`config.mk`:
```
export PLATFORM = sky130hd
export DESIGN_NAME = wqs_ram
export DESIGN_NICKNAME = d
export VERILOG_FILES = /design/src/hdl/weighted_queue_sampler_core_assert.svh /design/src/hdl/wqs_ram.sv
export SDC_FILE = /design/constraint.sdc
export NUM_CORES = 1
export LEC_CHECK = 0
export BUFFER_PORTS_ARGS = -buffer_cell sky130_fd_sc_hd__buf_2
export CAP_MARGIN = 20
export CELL_PAD_IN_SITES_DETAIL_PLACEMENT = 1
export CELL_PAD_IN_SITES_GLOBAL_PLACEMENT = 2
export CORE_MARGIN = 10
export CORE_UTILIZATION = 35
export DETAILED_ROUTE_END_ITERATION = 12
export GPL_ROUTABILITY_DRIVEN = 0
export HOLD_SLACK_MARGIN = 0.05
export PLACE_DENSITY = 0.65
export RECOVER_POWER = 50
export SLEW_MARGIN = 15
export SYNTH_ARGS = -nofsm -noshare
export SYNTH_HDL_FRONTEND = slang
export SYNTH_SLANG_ARGS = --single-unit
```
`constraint.sdc`:
```
create_clock -name clk -period 1.5 [get_ports clk]
set_input_delay 0.15 -clock clk [delete_from_list [all_inputs] [get_ports clk]]
set_output_delay 0.15 -clock clk [all_outputs]
set_load 0.005 [all_outputs]
```
`src/hdl/weighted_queue_sampler_core_assert.svh`:
```
// ----------------------------------------------------------------------------
// Weighted queue sampler assertion macros
// Implication and next-cycle checks, compiled out when ASSERT_OFF is set.
// ----------------------------------------------------------------------------
`ifndef WEIGHTED_QUEUE_SAMPLER_CORE_ASSERT_SVH
`define WEIGHTED_QUEUE_SAMPLER_CORE_ASSERT_SVH

`ifndef ASSERT_OFF
`define WQS_ASSERT_IMP(name, clock, reset, ante, cons) \
  name: assert property (@(posedge clock) disable iff (reset) (ante) |-> (cons)) \
    else $error("wqs assertion failed");
`define WQS_ASSERT_NEXT(name, clock, reset, ante, cons) \
  name: assert property (@(posedge clock) disable iff (reset) (ante) |=> (cons)) \
    else $error("wqs assertion failed");
`else
`define WQS_ASSERT_IMP(name, clock, reset, ante, cons)
`define WQS_ASSERT_NEXT(name, clock, reset, ante, cons)
`endif

`endif

```
`src/hdl/wqs_ram.sv`:
```
// ----------------------------------------------------------------------------
// Weighted queue sampler RAM
// Simple dual-port memory, one write and one registered read per cycle.
// ----------------------------------------------------------------------------
module wqs_ram #(
  parameter int WIDTH = 8,
  parameter int DEPTH = 16
) (
  input  logic                     clk,
  input  logic                     we,
  input  logic [$clog2(DEPTH)-1:0] waddr,
  input  logic [WIDTH-1:0]         wdata,
  input  logic                     re,
  input  logic [$clog2(DEPTH)-1:0] raddr,
  output logic [WIDTH-1:0]         rdata
);

  logic [WIDTH-1:0] mem [DEPTH];

  always_ff @(posedge clk) begin
    if (we) begin
      mem[waddr] <= wdata;
    end
    if (re) begin
      rdata <= mem[raddr];
    end
  end

endmodule

```
==> impl_metrics.tcl <==
set metrics [dict create \
    status "complete, no violations" \
    crit_required_ns 1.66 \
    antenna_left 0 \
    clockBufferDepth 2 \
    drive_above_1_share_pct 30.16 \
    firstDrtPassIters 5 \
    max_freq_mhz 675.7 \
    min_period_ns 1.480 \
    hold_viol 0 \
    leakage_nw 2.089 \
    synth_cell_types 18 \
    synth.avg_cell_area_um2 22.83 \
    antenna_found_initial 0 \
    cts_setup_buffers 0 \
    cts-root-buf "clkbuf_16" \
    clock_latency_ns 0.42 \
    die_w_um 142.2 \
    fin_nets 311 \
    maxSlewViolCount 0 \
    cts.clk_slew.worst_paths_ns 0.05 \
    cts-hold-fix-buffers 0 \
    cp_slowest_stage_delay_ns 0.55 \
    portBuffers 26 \
    overflow 0 \
    cts_made_buffers 17 \
    drt_iter0_drc 201 \
    finalSetupViolCount 0 \
    worst_path_max_delay_cell "mux4_1" \
    path_cells "mux4_1, a22oi_2, nand2_1" \
    crit_fanout 1 \
    synth_area_um2 5228 \
    n_antenna_cell 0 \
    cts_tree "done" \
    grt_pass1_vias 2828 \
    yosys_warnings 0 \
    arrival_ns 1.64 \
    maxCapViolations 0 \
    fin_skew_ns 0.007324 \
    critPathLaunchType "flop" \
    clkSinkCount 136 \
    viasPerCell 5.143 \
    synth_area_leaders "edfxtp_1 78%, mux4_2 7.8%, mux4_1 7.0%, a22oi_1 2.3%, nor2_1 0.93%" \
    synth-seq-cells 136 \
    drcViolationCount 0 \
    slew_headroom_pct 44.99 \
    grt_pass1_wl_mm 17.08 \
    synthCells 229 \
    yosys.area.top_type_share_pct 78.12 \
    finalSetupTns_ns 0 \
    grt_start_max_net_pins 17 \
    vdd_drop_max_mv 0.8326 \
    grt_use_total_pct 11.82 \
    worst_pin_slew_ns 0.8235 \
    routedWlPerCell_um 23.12 \
    syn-num-nets 248 \
    dieArea_um2 20220 \
    place_area_um2 5767 \
    vias 2515 \
    rsz0062_at_grt "no" \
    die_y_um 142.2 \
    ys_seq_area_share_pct 78.12 \
    design.core.area_um2 14590 \
    fin_area_um2 6280 \
    whs_ns 0.2613 \
    end_kind "flop" \
    htree_levels 4 \
    yosys.area.top_type "edfxtp_1" \
    num_rows 44 \
    start_util_pct 35.83 \
    wirelength_mm 11.30 \
    fin_crit_sh_pct 98.66 \
    worst_hold_path_type "in2reg" \
    critical_path_class "reg2reg" \
    ios 27 \
    area_growth_pct 20.13 \
    place_hpwl_mm 7.483 \
    cellPowerDensity_nw_per_um2 1337 \
]
per-layer routing:
metal  GRT usage [%]  part of all wire (%)
met5               0                     0
met4           5.971                   1.7
met3           3.338                   5.5
met2           18.34                    48
met1           14.82                    44
cell families after synthesis:
| logic type | after synthesis | share of synthesized area [%] |
|---|---|---|
| AO/OA/AOI/OAI | 16 | 2.298 |
| buffers and inverters | 10 | 1.651 |
| flip-flops | 136 | 78.12 |
| multiplexers | 32 | 14.79 |
| AND/OR/NAND/NOR | 35 | 3.136 |
cells in the final DEF, fill, tap and decap left out, drive strengths merged:
cell,count
edfxtp,136
buf,43
mux4,32
clkbuf,31
a22oi,16
nor2,13
clkinv,10
nand2,9
nor3,4
nand3b,2
nand2b,2
nor2b,1
and2,1
and2b,1
nand3,1
or3b,1
bufinv,1
clkinvlp,1
critical path, delay by kind of cell, from the launching register on:
family | cells | cell delay [ns]
compound gates | 1 | 0.22
flops | 1 | 0.36
mux | 1 | 0.55
simple gates | 1 | 0.09
final timing paths:
path / start / endpoint / slack (ns) / cells past startpoint
max: mem[5][1]$_DFFE_PP_ / rdata[1]$_DFFE_PP_ / 0.02 / 3
min: re / rdata[2]$_DFFE_PP_ / 0.26 / 1
min reg2reg: mem[15][0]$_DFFE_PP_ / rdata[0]$_DFFE_PP_ / 0.76 / 3
max reg2reg: mem[5][1]$_DFFE_PP_ / rdata[1]$_DFFE_PP_ / 0.02 / 3
final cells by class:
class                      count  area [um^2]
clock inverter                12        85.08
sequential                   136         4084
timing repair buffer          54        374.1
clock buffer                  20        436.7
fill                        1355         8309
tap                          184        230.2
multi-input combinational     83         1070
stage by stage:
step	util (%)	setup WS, ns	power (mW)	instances
CTS	43.17	0.003680	8.509	489
finish	43.04	0.02012	8.395	489
floorplan	-	0.06759	4.595	229
detailed placement	39.53	-0.2947	4.822	457
global placement	39.53	-0.2462	4.806	457
global route	43.04	0.004130	8.732	489
Yosys cell counts:
cell / n
edfxtp_1: 136
mux4_2: 18
a22oi_1: 16
mux4_1: 14
nor2_1: 13
nand2_1: 9
nor3_1: 4
buf_2: 3
buf_6: 3
clkdlybuf4s25_2: 3
nand2b_1: 2
nand3b_1: 2
and2_1: 1
and2b_1: 1
buf_4: 1
nand3_1: 1
nor2b_1: 1
or3b_2: 1
registers in the layout, summed over array words and instances (netlist names):
signal and cells:
mem 128, rdata 8
repair_timing:
item	in CTS	in global routing
pin swaps	0	2
gates resized for setup	2	3
setup endpoints to repair	2	3
power breakdown:
part / internal (mW) / leakage, nW / total [mW] / switching (mW)
Clock: 2.23 / 0.255 / 3.66 / 1.43
Combinational: 0.188 / 0.598 / 0.424 / 0.237
Sequential: 4.29 / 1.24 / 4.31 / 0.0243
No activity file was read; power rests on OpenSTA's default activity.
